$ cat config.mk
export PLATFORM = sky130hd
export DESIGN_NAME = ecov_front
export DESIGN_NICKNAME = d
export VERILOG_FILES = /design/src/rtl/ecov_pkg.sv /design/src/rtl/ecov_front.sv
export SDC_FILE = /design/constraint.sdc
export NUM_CORES = 1
export LEC_CHECK = 0
export ABC_CLOCK_PERIOD_IN_PS = 1240
export BUFFER_PORTS_ARGS = -buffer_cell sky130_fd_sc_hd__buf_2
export CORE_MARGIN = 10
export CORE_UTILIZATION = 33
export CTS_BUF_LIST = sky130_fd_sc_hd__clkbuf_4 sky130_fd_sc_hd__clkbuf_8
export DETAILED_ROUTE_END_ITERATION = 6
export MAX_ROUTING_LAYER = met4
export PLACE_DENSITY_LB_ADDON = 0.25
export SLEW_MARGIN = 20
export SYNTH_ARGS = -nofsm -noshare
export SYNTH_HDL_FRONTEND = slang
export SYNTH_SLANG_ARGS = --single-unit
$ cat constraint.sdc
create_clock -name clk -period 1.24 [get_ports clk]
set_input_delay 0.062 -clock clk [delete_from_list [all_inputs] [get_ports clk]]
set_output_delay 0.062 -clock clk [all_outputs]
set_load 0.05 [all_outputs]
$ cat src/rtl/ecov_pkg.sv
package ecov_pkg;

    // input command codes
    localparam logic [1:0] CMD_TRACE = 2'd0;
    localparam logic [1:0] CMD_READ  = 2'd1;
    localparam logic [1:0] CMD_CLEAR = 2'd2;

    // result kinds
    localparam logic RES_DATA  = 1'b0;
    localparam logic RES_CLEAR = 1'b1;

    // fixed field widths
    localparam int ADDR_W       = 64;
    localparam int READ_INDEX_W = 13;
    localparam int VALUE_W      = 64;

    // front/back queue
    localparam int QUEUE_DEPTH = 4;
    localparam int QPTR_W      = $clog2(QUEUE_DEPTH);

    typedef enum logic [1:0] {
        OP_INC,
        OP_READ,
        OP_CLEAR
    } op_kind_t;

    typedef enum logic [1:0] {
        BK_INIT,
        BK_RUN,
        BK_CLEAR
    } back_state_t;

endpackage

$ cat src/rtl/ecov_front.sv
module ecov_front #(
    parameter int ENTRIES = 8192,
    localparam int IDX_W = $clog2(ENTRIES)
) (
    input  logic                                clk,
    input  logic                                rst_n,
    input  logic                                cfg_wr_en,
    input  logic                                cfg_wr_data,
    input  logic                                in_valid,
    output logic                                in_ready,
    input  logic [1:0]                          cmd,
    input  logic [ecov_pkg::ADDR_W-1:0]         block_address,
    input  logic [ecov_pkg::READ_INDEX_W-1:0]   read_index,
    input  logic                                init_busy,
    input  logic                                q_full,
    output logic                                q_push,
    output ecov_pkg::op_kind_t                  q_kind,
    output logic [IDX_W-1:0]                    q_idx
);

    import ecov_pkg::*;

    logic             collect_enable_reg;
    logic             collect_enable_next;
    logic [IDX_W-1:0] prev_loc_reg;
    logic [IDX_W-1:0] prev_loc_next;
    logic             accept;
    logic [IDX_W-1:0] cur;
    logic [IDX_W+READ_INDEX_W-1:0] read_index_ext;

    assign in_ready = !q_full && !init_busy;
    assign accept   = in_valid && in_ready;
    assign cur      = block_address[IDX_W-1:0];

    // read index wraps to the table size
    assign read_index_ext = {{IDX_W{1'b0}}, read_index};

    always_comb
    begin
        collect_enable_next = cfg_wr_en ? cfg_wr_data : collect_enable_reg;
        prev_loc_next       = prev_loc_reg;
        q_push              = 1'b0;
        q_kind              = OP_INC;
        q_idx               = cur ^ prev_loc_reg;
        unique case (cmd)
            CMD_TRACE:
            begin
                if (accept && collect_enable_reg)
                begin
                    q_push        = 1'b1;
                    prev_loc_next = cur >> 1;
                end
            end
            CMD_READ:
            begin
                q_push = accept;
                q_kind = OP_READ;
                q_idx  = read_index_ext[IDX_W-1:0];
            end
            CMD_CLEAR:
            begin
                q_push = accept;
                q_kind = OP_CLEAR;
            end
            default:
            begin
                // unused command: taken and dropped
            end
        endcase
    end

    always_ff @(posedge clk or negedge rst_n)
    begin
        if (!rst_n)
        begin
            collect_enable_reg <= 1'b0;
            prev_loc_reg       <= '0;
        end
        else
        begin
            collect_enable_reg <= collect_enable_next;
            prev_loc_reg       <= prev_loc_next;
        end
    end

endmodule

==> results.tsv <==
metric	value	unit
Final Slew Violations	0	
final setup violation count	0	
die area	4970	um2
Max-Cap Viols	0	
synth top area cells	dfrtp_1 39%, mux2_4 16%, xnor2_1 12%	
RR Startpoint	collect_enable_reg	
number of H-tree levels	1	
worst r2r path cells	3	
Fin Clk Skew	0.00262	ns
status	finished, final reports clean	
achievable clock frequency	822	MHz
ant diodes	0	
initial drt markers	18	
filler cell count	228	
Slew headroom	0.795	
Critical Path RT	1.18	ns
Vias/cell	4.48	
Yosys top cell area share	0.387	
Synth Net Count	166	
startpoint types	flip-flop	
minimum clock period	1.22	ns
pwr dens	1360	nW/um2
crit-path max FO	2	
Post-DP HPWL	1950	um
prevailing post-synth register cell	dfrtp_1	
Post-Syn Area	841	um2
Flop pwr share	0.313	
unrepaired setup endpoints after global routing	true	
Net Sw Frac	0.399	
Worst Max-Slew Pin Slew	0.308	ns
Mapped Cells	76	
chip width	70.5	um
worst setup path startpoint	prev_loc_reg[7]	
Final ANT Viol Nets	0	
Worst Setup EP	q_idx[7]	
CTS tree	yes	
Site Rows	18	
R2R Path End	prev_loc_reg[3]	
worst slack, placed	-0.000705	ns
Syn. warnings	0	
most common cell in the synthesized netlist	dfrtp_1	
Tot GR Track Use	0.0967	
RePlAce Congestion	0.743	
final core occ	0.550	
min-delay src	cfg_wr_data	
Worst Path Arrival	1.15	ns
first-pass GRT wire length	3990	um
share of post-route cells with drive strength above 1	0.612	
initial antenna violation count	0	
switching power	0.732	mW
Num CTS Buffers	3	
Core Area	2450	um2
Top Ports	103	
register area share after synthesis	0.387	
vias	757	
kind of critical path	reg2out	
setup slack after layout	0.0237	ns
Yosys cell types	14	
Routed WL	2390	um
Final Hold Fails	0	
port bufs	51	
Clk Latency, worst-skew pair	0.27	ns
P_int	1.10	mW
max FFs per register	12	
nets@finish	230	
Die Ht	70.5	um
Worst Setup End Kind	primary output	
clock network power share	0.151	
Avg Cell Area, Syn	11.1	um2
Clock Pin Slew Worst Setup and Hold Paths	0.08	ns
FFs w/ async S/R, synth	1.00	
vias in the first global route	854	
CTS Buffer Depth	2	
peak supply drop	1.20	mV
grt ovf	0	
period utilization	0.981	
root buf cell	clkbuf_4	
Leak	0.694	nW
Layout area overhead	60.6	%
number of synthesized register bits	13	
Design Power	1.84	mW
starting density of the core	0.343	
clk sinks	13	
Pre-antenna DRT Iters	4	
EDFF count, synth	0	
area leader, netlist	dfrtp_1	
FF-to-FF setup slack	0.12	ns
combinational share of power	0.536	
DRC violations left	0	
largest net degree at the start of global routing	14	
hold crit path type	in2reg	
Wirelength per Cell	14.1	um
Post-synth top cells	13 x dfrtp_1, 12 x nand2_1, 12 x o21ai_0, 12 x xnor2_1, 9 x mux2_4	
[power by group through the flow]
| stage | Combinational (mW) | Clock [mW] | Sequential (mW) |
|---|---|---|---|
| after floorplan | 0.633 | 0 | 0.569 |
| after global placement | 0.812 | 0 | 0.580 |
| after detailed placement | 0.823 | 0 | 0.583 |
| after CTS | 0.876 | 0.291 | 0.576 |
| after global routing | 1.04 | 0.314 | 0.587 |
| final | 0.984 | 0.278 | 0.575 |
[stage by stage]
step,setup TNS [ns],cells,hold WS [ns],instance area (um2)
after floorplan,-2.46,76,-0.234,860
after global placement,0,160,-0.0356,1190
after detailed placement,-0.00101,160,-0.0307,1190
after CTS,0,165,0.0183,1260
after global routing,-0.316,169,0.0132,1350
final,0,169,0.0245,1350
[how the worst min path moves through the flow]
stage | slack (ns) | end | cells after the start
floorplan | -0.23 | collect_enable_reg | 0
global placement | -0.04 | prev_loc_reg[4] | 1
detailed placement | -0.03 | prev_loc_reg[3] | 1
CTS | 0.02 | collect_enable_reg | 2
global route | 0.01 | collect_enable_reg | 2
finish | 0.02 | collect_enable_reg | 2
[timing repair]
action,in CTS,in global routing
resized for setup,12,17
pin swaps,0,5
hold buffers,1,0
cloned,0,0
setup endpoints to repair,11,13
buffers inserted,0,4
hold endpoints to repair,13,0
[per-layer routing]
| metal | vias up | GRT usage | part of all wire | routed length [um] |
|---|---|---|---|---|
| met5 | - | - | 0 | 0 |
| met4 | 0 | 0.0197 | 0.0059 | 14 |
| met3 | 2 | 0.0395 | 0.085 | 204 |
| met2 | 33 | 0.158 | 0.50 | 1190 |
| met1 | 337 | 0.108 | 0.41 | 977 |
| li1 | 385 | - | - | - |
[layout by cell type (no fill, tap or decap), types with 2 or more instances in the layout]
cell	synthesis	layout
buf_2	0	38
buf_4	0	10
buf_6	1	12
clkbuf_4	0	4
dfrtp_1	13	13
ha_1	4	3
inv_1	2	2
mux2_2	5	5
mux2_4	9	9
nand2_1	12	12
o21ai_1	0	11
xnor2_1	12	11
[critical path, stage by stage, from the launching register on]
cell	delay (ns)
dfrtp_1	0.39
xnor2_1	0.13
o21ai_1	0.17
buf_6	0.18
[area by class of cell]
cell class                      instances  area (um2)  area share
Clock buffer                            4        30.0      0.0222
Inverter                                2        7.51     0.00556
Multi-Input combinational cell         58         519       0.385
Sequential cell                        13         325       0.241
Tap cell                               30        37.5      0.0278
Timing Repair Buffer                   62         430       0.319
[logic make-up (layout without fill, tap and decap cells)]
logic type / count (synthesis) / count (layout) / share of synthesized area
and+or+nand+nor: 15 / 15 / 0.0923
muxes: 14 / 14 / 0.228
AOI/OAI and AO/OA: 13 / 13 / 0.0774
DFF: 13 / 13 / 0.387
xor gates and xnor gates: 12 / 12 / 0.125
buffers and inverters: 5 / 68 / 0.0313
adders and majority gates: 4 / 4 / 0.0595
Note: power is estimated with default switching activity, not from simulation.
