--- src/rtl/ecov_pkg.sv ---
package ecov_pkg;

    // input command codes
    localparam logic [1:0] CMD_TRACE = 2'd0;
    localparam logic [1:0] CMD_READ  = 2'd1;
    localparam logic [1:0] CMD_CLEAR = 2'd2;

    // result kinds
    localparam logic RES_DATA  = 1'b0;
    localparam logic RES_CLEAR = 1'b1;

    // fixed field widths
    localparam int ADDR_W       = 64;
    localparam int READ_INDEX_W = 13;
    localparam int VALUE_W      = 64;

    // front/back queue
    localparam int QUEUE_DEPTH = 4;
    localparam int QPTR_W      = $clog2(QUEUE_DEPTH);

    typedef enum logic [1:0] {
        OP_INC,
        OP_READ,
        OP_CLEAR
    } op_kind_t;

    typedef enum logic [1:0] {
        BK_INIT,
        BK_RUN,
        BK_CLEAR
    } back_state_t;

endpackage

--- src/rtl/ecov_queue.sv ---
module ecov_queue #(
    parameter int ENTRIES = 8192,
    localparam int IDX_W = $clog2(ENTRIES)
) (
    input  logic               clk,
    input  logic               rst_n,
    input  logic               push,
    input  ecov_pkg::op_kind_t push_kind,
    input  logic [IDX_W-1:0]   push_idx,
    output logic               full,
    input  logic               pop,
    output logic               head_valid,
    output ecov_pkg::op_kind_t head_kind,
    output logic [IDX_W-1:0]   head_idx
);

    import ecov_pkg::*;

    op_kind_t          kind_reg [QUEUE_DEPTH];
    logic [IDX_W-1:0]  idx_reg  [QUEUE_DEPTH];
    logic [QPTR_W-1:0] wr_ptr_reg;
    logic [QPTR_W-1:0] wr_ptr_next;
    logic [QPTR_W-1:0] rd_ptr_reg;
    logic [QPTR_W-1:0] rd_ptr_next;
    logic [QPTR_W:0]   count_reg;
    logic [QPTR_W:0]   count_next;

    assign full       = (count_reg == (QPTR_W+1)'(QUEUE_DEPTH));
    assign head_valid = (count_reg != '0);
    assign head_kind  = kind_reg[rd_ptr_reg];
    assign head_idx   = idx_reg[rd_ptr_reg];

    always_comb
    begin
        wr_ptr_next = push ? wr_ptr_reg + 1'b1 : wr_ptr_reg;
        rd_ptr_next = pop  ? rd_ptr_reg + 1'b1 : rd_ptr_reg;
        count_next  = count_reg;
        if (push && !pop)
        begin
            count_next = count_reg + 1'b1;
        end
        else if (pop && !push)
        begin
            count_next = count_reg - 1'b1;
        end
    end

    always_ff @(posedge clk)
    begin
        if (push)
        begin
            kind_reg[wr_ptr_reg] <= push_kind;
            idx_reg[wr_ptr_reg]  <= push_idx;
        end
    end

    always_ff @(posedge clk or negedge rst_n)
    begin
        if (!rst_n)
        begin
            wr_ptr_reg <= '0;
            rd_ptr_reg <= '0;
            count_reg  <= '0;
        end
        else
        begin
            wr_ptr_reg <= wr_ptr_next;
            rd_ptr_reg <= rd_ptr_next;
            count_reg  <= count_next;
        end
    end

endmodule

--- config.mk ---
export PLATFORM = sky130hd
export DESIGN_NAME = ecov_queue
export DESIGN_NICKNAME = d
export VERILOG_FILES = /design/src/rtl/ecov_pkg.sv /design/src/rtl/ecov_queue.sv
export SDC_FILE = /design/constraint.sdc
export NUM_CORES = 1
export LEC_CHECK = 0
export ABC_AREA = 1
export BUFFER_PORTS_ARGS = -buffer_cell sky130_fd_sc_hd__buf_4
export CAP_MARGIN = 30
export CORE_AREA = 2 2 78 80
export CTS_CLUSTER_DIAMETER = 30
export DETAILED_ROUTE_END_ITERATION = 7
export DIE_AREA = 0 0 80 82
export PLACE_DENSITY = 0.77
export SLEW_MARGIN = 40
export SYNTH_ARGS = -nofsm -noshare
export SYNTH_HDL_FRONTEND = slang
export SYNTH_SLANG_ARGS = --single-unit
--- constraint.sdc ---
create_clock -name clk -period 1.32 [get_ports clk]
set_input_delay 0.264 -clock clk [delete_from_list [all_inputs] [get_ports clk]]
set_output_delay 0.264 -clock clk [all_outputs]
set_load 0.1 [all_outputs]
==> results of run 1 <==
metrics by stage:
| stage | instances | setup slack, ns |
|---|---|---|
| 2_1_floorplan | 224 | -0.169 |
| 3_3_place_gp | 339 | -0.106 |
| 3_5_place_dp | 339 | -0.127 |
| 4_1_cts | 361 | -0.490 |
| 5_1_grt | 363 | -0.543 |
| 6_report | 363 | -0.497 |
layout make-up:
type                    instances  area (sq um)  share of cell area (%)
clock buffers                   9           124                    3.13
clock inverters                 7           115                    2.91
inverters                      42           168                    4.23
multi-input cells             104           757                    19.1
repair buffers                 59           723                    18.3
well taps                      75          93.8                    2.37
flip-flops and latches         67          1980                    50.0
layout by cell type, fill, tap and decap left out:
master,count
clkbuf_8,9
nand2_2,6
o211ai_1,27
clkinvlp_4,3
nand3_1,1
nand2_4,15
bufinv_16,3
nand2_1,38
inv_6,1
inv_4,1
buf_12,19
buf_6,4
edfxtp_1,60
buf_4,33
clkinv_1,1
o211ai_4,1
xor2_1,3
nor2_2,1
buf_8,1
inv_2,3
nor3_4,1
o211ai_2,2
dfrtp_2,3
nand4_1,1
fa_2,1
ha_1,5
clkinv_2,1
o21ai_1,1
inv_1,36
dfrtp_1,4
xnor2_1,1
clkbuf_16,1
dlygate4sd3_1,1
routing by layer:
layer | vias up | routed length [um] | global-route usage [%]
met5 | - | 0 | 0
met4 | 0 | 85 | 6.44
met3 | 9 | 194 | 6.15
met2 | 39 | 2860 | 29.0
met1 | 828 | 2140 | 20.1
li1 | 872 | - | -
cells by family (layout without fill, tap and decap cells):
group,count (synthesis),after routing,share of synthesized area [%]
AO/OA/AOI/OAI,31,31,8.57
XOR/XNOR,4,4,1.23
adder cells (fa/ha/maj),6,6,2.89
buffers and inverters,53,117,9.76
flip-flops,67,67,69.1
AND/OR/NAND/NOR,63,63,8.44
critical path, cell delays in order, from the launching register on:
cell	delay, ns
dfrtp_2	0.46
buf_12	0.17
o211ai_1	0.30
nand2_4	0.09
buf_12	0.18
how the worst min path moves through the flow:
stage          slack [ns]         from                        to  cells after the start
2_1_floorplan       -0.03        rst_n  count_reg[0]$_DFFE_PN0P_                      0
3_3_place_gp         0.08        rst_n  count_reg[2]$_DFFE_PN0P_                      1
3_5_place_dp         0.09        rst_n  count_reg[2]$_DFFE_PN0P_                      1
4_1_cts               0.1  push_idx[9]   idx_reg[1][9]$_DFFE_PP_                      1
5_1_grt               0.1  push_idx[6]   idx_reg[1][6]$_DFFE_PP_                      1
6_report             0.13  push_idx[4]   idx_reg[0][4]$_DFFE_PP_                      1
repair_timing:
item,CTS,global route
buffers inserted,5,1
hold buffers,1,0
hold endpoints to repair,7,0
gates cloned,0,1
setup endpoints to repair,28,45
pin swaps,6,9
resized for setup,52,15
==> impl_results.md, run 1 <==
- Failing checks: negative setup slack
- Fmax: 550 MHz
- Clk slew on worst S/H paths: 0.07 ns
- Final Hold Fails: 0
- Die height: 82 um
- Synth cell count leaders: 60 x edfxtp_1, 59 x nand2_1, 41 x inv_1
- Initial DRC count: 185
- Placed Area: 3390 sq um
- Max reg flops: 52
- Ports: 36
- Tcrit/Tclk final: 138%
- Starting Density: 49.8%
- Arrival time at the worst endpoint: 1.55 ns
- Syn-to-layout area delta: 38.5%
- Final Util: 68.9%
- Congestion Overflow GR: 0
- Count of nets after finishing: 308
- Layout cell share with drive strength beyond 1: 37.8%
- GRT Overall Usage: 17.1%
- Worst skew pair latency: 0.33 ns
- Yosys warnings: 0
- Outcome: finished with violations
- Die ar.: 6560 sq um
- Slack of the critical path: -0.497 ns
- Fin Setup TNS: -7.00 ns
- Drt first pass iters: 4
- Type of the tightest min-delay check: input pin to register
- RSZ-0062 raised after global routing: true
- Synth Area per Inst: 12.8 sq um
- Max_slew headroom: 77.7%
- Yosys top cell area share: 63.0%
- WL/cell: 14.5 um
- Setup-failing EPs final: 18
- First-pass GRT wire length: 8070 um
- Site row count: 28
- CP Launch Type: register
- Worst Reg2Reg Path Length in Cells: 6
- Clock root buffer: clkbuf_8
- Routed wire length: 5280 um
- Largest net degree at the start of global routing: 41
- Cell variety after synth: 20
- Dpl hpwl: 3220 um
- Reg2Reg Launch Point: count_reg[0]$_DFFE_PN0P_
- Total CTS buffers: 9
- WHS: 0.125 ns
- Die X: 80 um
- Residual DRC: 0
- Post-synthesis sequential area ratio: 69.1%
- Top cells by area, synth: edfxtp_1 63%, nand2_1 7.7%, o211ai_1 7.1%
- Max-slew violation count: 0
- Worst reg2reg path endpoint: count_reg[2]$_DFFE_PN0P_
- Endpoint type of the worst setup path: output port
- Crit path max fanout: 20
- Synth Register Bits: 67
- Initial antenna violation count: 0
- Syn_nets: 249
- Yosys top cell by area: edfxtp_1
- Num Clock Sinks: 67
- Antenna Cells: 0
- Total number of vias: 1,748
- CTS tree: built
- Max cap viols: 0
- Core box area: 5750 sq um
- Clock tree buffer depth: 2
- Vias in the first global route: 1,698
- Input/output buffers: 35
- Post-synth ARST share: 10.4%
- Final Cell Area: 3960 sq um
- Htree depth: 3
- Fillcell total: 412
- Synth Instances: 224
- CP startpoint: rd_ptr_reg[0]$_DFFE_PN0P_
- Worst Path Required: 1.06 ns
- Fin crit period: 1.82 ns
- Worst Clk Skew: 0.00400 ns
- Worst-margin pin slew: 0.333 ns
- Mapped cell area: 2860 sq um
- Routability cong.: 0.719
- R2R setup slack: -0.02 ns
- Most used DFF post-synth: edfxtp_1
- Worst setup endpoint: head_idx[9]
- Number of synthesized flops with an enable pin: 60
- Worst setup path category: register to output port
- Vias per cell: 4.82
- Count leader, synth: edfxtp_1
- Final ANT Viol Nets: 0
Power of run 1 is not shown: default switching activity piles up to over one toggle a cycle in this logic, so the estimate is an artifact.
==> run 2: changes to the inputs <==
--- a/config.mk
+++ b/config.mk
@@ -6,13 +6,13 @@
 export NUM_CORES = 1
 export LEC_CHECK = 0
 export ABC_AREA = 1
-export BUFFER_PORTS_ARGS = -buffer_cell sky130_fd_sc_hd__buf_4
 export CAP_MARGIN = 30
-export CORE_AREA = 2 2 78 80
+export CORE_AREA = 2 2 75 77
 export CTS_CLUSTER_DIAMETER = 30
 export DETAILED_ROUTE_END_ITERATION = 7
-export DIE_AREA = 0 0 80 82
-export PLACE_DENSITY = 0.77
+export DIE_AREA = 0 0 77 79
+export DONT_BUFFER_PORTS = 1
+export PLACE_DENSITY = 0.76
 export SLEW_MARGIN = 40
 export SYNTH_ARGS = -nofsm -noshare
 export SYNTH_HDL_FRONTEND = slang
==> run 2 against run 1 <==
  * Clock-buffer cell count is 2 higher
  * The flow still finishes with violations (negative setup slack)
  * Via count is 8.0% lower
  * Sequential share of layout area is 6.7 points higher
  * Design area is 12% lower
  * Non-clock buffer count is 38 lower
  * Setup slack better by 0.050 ns
  * Routed wire length is 7.9% lower
  * Global-route usage is 0.19 points higher
==> impl_results.md, run 2 (synthesized netlist as in run 1, its figures left out) <==
- Drt first pass iters: 4 (unchanged)
- Routability cong.: 0.723 (was 0.719)
- Vias in the first global route: 1,548 (was 1,698)
- Placed Area: 3160 sq um (was 3390 sq um)
- Num Clock Sinks: 67 (unchanged)
- Final ANT Viol Nets: 0 (unchanged)
- Initial antenna violation count: 0 (unchanged)
- Congestion Overflow GR: 0 (unchanged)
- Initial DRC count: 112 (was 185)
- Die height: 79 um (was 82 um)
- CP Launch Type: register (unchanged)
- Fin Setup TNS: -6.38 ns (was -7.00 ns)
- Total CTS buffers: 9 (unchanged)
- Worst skew pair latency: 0.33 ns (about the same)
- CP top delay family: flip-flops (unchanged)
- Commonest non-fill, non-tap cell in the layout: edfxtp_1 (unchanged)
- Met3 wire length: 232 um (was 194 um)
- Largest net degree at the start of global routing: 49 (was 41)
- Input/output buffers: 0 (was 35)
- Crit path max fanout: 48 (was 20)
- Clock root buffer: clkbuf_8 (unchanged)
- Worst setup path category: register to output port (unchanged)
- Clk slew on worst S/H paths: 0.06 ns (was 0.07 ns)
- Sequential cell area: 1980 sq um (about the same)
- Residual DRC: 0 (unchanged)
- R2R setup slack: 0.01 ns (was -0.02 ns)
- Max reg flops: 52 (unchanged)
- Endpoint type of the worst setup path: output port (unchanged)
- Fin crit period: 1.77 ns (was 1.82 ns)
- Type of the tightest min-delay check: input pin to register (unchanged)
- Outcome: finished with violations (unchanged)
- Total number of vias: 1,609 (was 1,748)
- Die ar.: 6080 sq um (was 6560 sq um)
- Die X: 77 um (was 80 um)
- GRT Overall Usage: 17.3% (was 17.1%)
- Antenna Cells: 0 (unchanged)
- Routed wire length: 4860 um (was 5280 um)
- Commonest cells after routing, fill and taps aside: 60 x edfxtp_1, 41 x nand2_1, 35 x inv_1 (was 60 x edfxtp_1, 38 x nand2_1, 36 x inv_1)
- Dpl hpwl: 2990 um (was 3220 um)
- Count of nets after finishing: 270 (was 308)
- Tcrit/Tclk final: 134% (was 138%)
- Met2 wire len: 2450 um (was 2860 um)
- First-pass GRT wire length: 7690 um (was 8070 um)
- Final Cell Area: 3490 sq um (was 3960 sq um)
- Final Hold Fails: 0 (unchanged)
- Clock tree buffer depth: 2 (unchanged)
- Site row count: 27 (was 28)
- Multi-input combinational cell area: 758 sq um (was 757 sq um)
- Slack of the critical path: -0.446 ns (was -0.497 ns)
- Worst path bufs/invs: 1 (was 2)
- Starting Density: 53.6% (was 49.8%)
- Max-slew violation count: 0 (unchanged)
- Max_slew headroom: 76.8% (was 77.7%)
- Top routing layer in use: met4 (unchanged)
- RSZ-0062 raised after global routing: true (unchanged)
- Syn-to-layout area delta: 22.0% (was 38.5%)
- Worst Clk Skew: 0.00781 ns (was 0.00400 ns)
- Routed met1 length: 2090 um (was 2140 um)
- Ports: 36 (unchanged)
- Arrival time at the worst endpoint: 1.50 ns (was 1.55 ns)
- Failing checks: negative setup slack (unchanged)
- Worst-margin pin slew: 0.347 ns (was 0.333 ns)
- Fmax: 566 MHz (was 550 MHz)
- Core box area: 5340 sq um (was 5750 sq um)
- Worst Path Required: 1.06 ns (about the same)
- Htree depth: 3 (unchanged)
- Fillcell total: 427 (was 412)
- Vias per cell: 5.00 (was 4.82)
- Max cap viols: 0 (unchanged)
- WL/cell: 15.1 um (was 14.5 um)
- Layout cell share with drive strength beyond 1: 26.8% (was 37.8%)
- Setup-failing EPs final: 17 (was 18)
- Worst path cell trace: buf_12, o211ai_1, nand2_4 (was buf_12, o211ai_1, nand2_4, buf_12)
- CTS tree: built (unchanged)
- CP max stage delay: 0.42 ns (was 0.46 ns)
- Slowest cell on crit path: dfrtp_2 (unchanged)
==> run 2: what timing repair did <==
action / in CTS / in global routing
hold buffers: 1 / 0
buffers inserted: 3 / 4
cloned: 0 / 1
resized for setup: 6 / 8
pin swaps: 7 / 13
hold endpoints to repair: 7 / 0
setup endpoints to repair: 17 / 63
==> run 2: final cells by class <==
class | count | share of cell area, %
timing repair buffer | 21 | 8.17
tap | 72 | 2.58
sequential | 67 | 56.7
clock buffer | 11 | 3.76
inverter | 42 | 4.80
multi-input combinational | 104 | 21.7
clock inverter | 5 | 2.22
==> run 2: metal layers <==
layer  track usage, %  vias to the layer above
met3             5.68                        7
met2             28.2                       30
met1             21.1                      771
met5                0                        -
met4             8.04                        0
li1                 -                      801
==> run 2: final timing paths <==
path | startpoint | cells past startpoint | end
setup / recovery | rd_ptr_reg[0]$_DFFE_PN0P_ | 3 | head_idx[3]
hold reg to reg | count_reg[2]$_DFFE_PN0P_ | 2 | count_reg[2]$_DFFE_PN0P_
hold / removal | push | 1 | wr_ptr_reg[0]$_DFFE_PN0P_
setup reg to reg | count_reg[1]$_DFFE_PN0P_ | 6 | count_reg[2]$_DFFE_PN0P_
min in group asynchronous | rst_n | 1 | count_reg[1]$_DFFE_PN0P_
max in group asynchronous | rst_n | 1 | rd_ptr_reg[0]$_DFFE_PN0P_
==> run 2: per-stage QoR <==
| step | worst slack, ns | hold slack, ns | util [%] | std cells |
|---|---|---|---|---|
| global placement | -0.0695 | -0.0314 | 59.1 | 297 |
| finish | -0.446 | 0.0214 | 65.4 | 322 |
| floorplan | -0.169 | -0.0316 | - | 224 |
| detailed placement | -0.104 | -0.0314 | 59.1 | 297 |
| CTS | -0.467 | 0.00157 | 64.0 | 317 |
| global route | -0.507 | 0.000686 | 65.4 | 322 |
Power of run 2 is left out for the same reason.
==> run 3: changes to the inputs <==
--- a/config.mk
+++ b/config.mk
@@ -6,13 +6,14 @@
 export NUM_CORES = 1
 export LEC_CHECK = 0
 export ABC_AREA = 1
+export BUFFER_PORTS_ARGS = -buffer_cell sky130_fd_sc_hd__buf_4
 export CAP_MARGIN = 30
-export CORE_AREA = 2 2 75 77
+export CORE_AREA = 2 2 78 80
 export CTS_CLUSTER_DIAMETER = 30
 export DETAILED_ROUTE_END_ITERATION = 7
-export DIE_AREA = 0 0 77 79
-export DONT_BUFFER_PORTS = 1
-export PLACE_DENSITY = 0.76
+export DIE_AREA = 0 0 80 82
+export GPL_TIMING_DRIVEN = 0
+export PLACE_DENSITY = 0.77
 export SLEW_MARGIN = 40
 export SYNTH_ARGS = -nofsm -noshare
 export SYNTH_HDL_FRONTEND = slang
==> run 3 against run 2 <==
  * The flow still finishes with violations (negative setup slack)
  * Die area is 7.8% higher
  * Largest cell class unchanged
  * Routed wire length grew 36%
  * Clock-buffer cell count decreased by 2
  * Design area grew 18%
  * Critical path depth is 2 higher
  * Sequential cell count stayed put
  * Clock skew increased by 0.0015 ns
  * Via count increased by 17%
  * Setup slack got worse by 0.077 ns
  * First-iteration DRC count up 42%
==> impl_results.md, run 3 (synthesized netlist as in run 1, its figures left out) <==
- Starting Density: 49.8% (was 53.6%)
- Commonest non-fill, non-tap cell in the layout: edfxtp_1 (unchanged)
- Die height: 82 um (was 79 um)
- Worst Reg2Reg Path Length in Cells: 6 (unchanged)
- Core box area: 5750 sq um (was 5340 sq um)
- Slack of the critical path: -0.524 ns (was -0.446 ns)
- CTS tree: built (unchanged)
- Die ar.: 6560 sq um (was 6080 sq um)
- Dpl hpwl: 3360 um (was 2990 um)
- Max reg flops: 52 (unchanged)
- Ports: 36 (unchanged)
- Worst Clk Skew: 0.00935 ns (was 0.00781 ns)
- Hold Crit Depth: 1 (unchanged)
- Vias per cell: 5.12 (was 5.00)
- WL/cell: 18.0 um (was 15.1 um)
- CP Launch Type: register (unchanged)
- CP top delay family: buffers and inverters (was flip-flops)
- First-pass GRT wire length: 9410 um (was 7690 um)
- Max-slew violation count: 0 (unchanged)
- Drt first pass iters: 6 (was 4)
- Routed wire length: 6630 um (was 4860 um)
- Fillcell total: 373 (was 427)
- Initial DRC count: 159 (was 112)
- Clock tree buffer depth: 2 (unchanged)
- Congestion Overflow GR: 0 (unchanged)
- Antenna Cells: 0 (unchanged)
- Slowest cell on crit path: dfrtp_1 (was dfrtp_2)
- Tcrit/Tclk final: 140% (was 134%)
- Clock root buffer: clkbuf_8 (unchanged)
- Initial antenna violation count: 0 (unchanged)
- Input/output buffers: 35 (was 0)
- Fin Setup TNS: -7.94 ns (was -6.38 ns)
- Worst path bufs/invs: 3 (was 1)
- Final ANT Viol Nets: 0 (unchanged)
- Worst path cell trace: buf_6, buf_8, o211ai_1, nand2_4, buf_12 (was buf_12, o211ai_1, nand2_4)
- CP max stage delay: 0.37 ns (was 0.42 ns)
- Largest net degree at the start of global routing: 16 (was 49)
- Crit path max fanout: 8 (was 48)
- Vias in the first global route: 1,951 (was 1,548)
- Site row count: 28 (was 27)
- Worst-margin pin slew: 0.345 ns (was 0.347 ns)
- GRT Overall Usage: 20.4% (was 17.3%)
- Max cap viols: 0 (unchanged)
- Max_slew headroom: 76.9% (was 76.8%)
- Worst setup path category: register to output port (unchanged)
- Endpoint type of the worst setup path: output port (unchanged)
- Type of the tightest min-delay check: input pin to register (unchanged)
- Num Clock Sinks: 67 (unchanged)
- Failing checks: negative setup slack (unchanged)
- Outcome: finished with violations (unchanged)
- Fmax: 542 MHz (was 566 MHz)
- CP Depth: 5 (was 3)
- Total CTS buffers: 9 (unchanged)
- Routability cong.: 0.757 (was 0.723)
- Layout cell share with drive strength beyond 1: 40.6% (was 26.8%)
- Arrival time at the worst endpoint: 1.58 ns (was 1.50 ns)
- Placed Area: 3350 sq um (was 3160 sq um)
- Residual DRC: 0 (unchanged)
- Commonest cells after routing, fill and taps aside: 60 x edfxtp_1, 39 x nand2_1, 33 x inv_1 (was 60 x edfxtp_1, 41 x nand2_1, 35 x inv_1)
- RSZ-0062 raised after global routing: true (unchanged)
- Worst skew pair latency: 0.34 ns (was 0.33 ns)
- Setup-failing EPs final: 37 (was 17)
- Die X: 80 um (was 77 um)
- Fin crit period: 1.84 ns (was 1.77 ns)
- Final Cell Area: 4110 sq um (was 3490 sq um)
- Worst Path Required: 1.06 ns (about the same)
- Clk slew on worst S/H paths: 0.07 ns (was 0.06 ns)
- Final Hold Fails: 0 (unchanged)
- Total number of vias: 1,883 (was 1,609)
- Count of nets after finishing: 314 (was 270)
- Htree depth: 3 (unchanged)
- Syn-to-layout area delta: 43.5% (was 22.0%)
==> run 3: changes by cell type in the layout (fill, tap and decap cells not counted), sizes merged <==
cell	before	now
inv	40	38
clkinvlp	2	4
buf	19	58
bufinv	2	1
clkbuf	12	15
clkinv	3	5
==> run 3: through the flow <==
step	setup slack [ns]	hold slack (ns)	cells	util, %
2_1_floorplan	-0.169	-0.0316	224	-
5_1_grt	-0.585	0.0951	368	71.5
6_report	-0.524	0.117	368	71.5
3_3_place_gp	-0.230	0.0855	334	58.3
4_1_cts	-0.517	0.108	362	68.7
3_5_place_dp	-0.264	0.0845	334	58.3
==> run 3: metal layers <==
layer,part of all wire [%],vias to the layer above,track usage (%)
li1,-,892,-
met2,53,73,35.1
met3,6.1,16,5.05
met1,39,902,23.6
met5,0,-,0
met4,1.9,0,10.7
==> run 3: area by class of cell <==
type / instances / area, sq um / share of cell area, %
inverter: 42 / 180 / 4.39
clock inverter: 6 / 57.6 / 1.40
clock buffer: 9 / 124 / 3.02
buffer: 11 / 130 / 3.17
timing repair buffer: 54 / 751 / 18.3
multi-input combinational: 104 / 788 / 19.2
tap: 75 / 93.8 / 2.29
sequential: 67 / 1980 / 48.2
==> run 3: final timing paths <==
path	slack [ns]	to	from
setup / recovery	-0.52	head_idx[4]	rd_ptr_reg[0]$_DFFE_PN0P_
hold / removal	0.12	idx_reg[2][9]$_DFFE_PP_	push_idx[9]
hold reg to reg	0.49	count_reg[2]$_DFFE_PN0P_	count_reg[2]$_DFFE_PN0P_
setup reg to reg	-0.06	count_reg[2]$_DFFE_PN0P_	count_reg[1]$_DFFE_PN0P_
max in group asynchronous	0.91	wr_ptr_reg[0]$_DFFE_PN0P_	rst_n
min in group asynchronous	0.27	count_reg[1]$_DFFE_PN0P_	rst_n
==> run 3: repair_timing <==
item,in CTS,in global routing
resized for setup,64,18
hold buffers,1,0
gates cloned,1,3
buffers inserted,11,3
endpoints found under the hold margin,7,0
pin swaps,13,11
endpoints found under the setup margin,77,64
Power of run 3 is left out for the same reason.
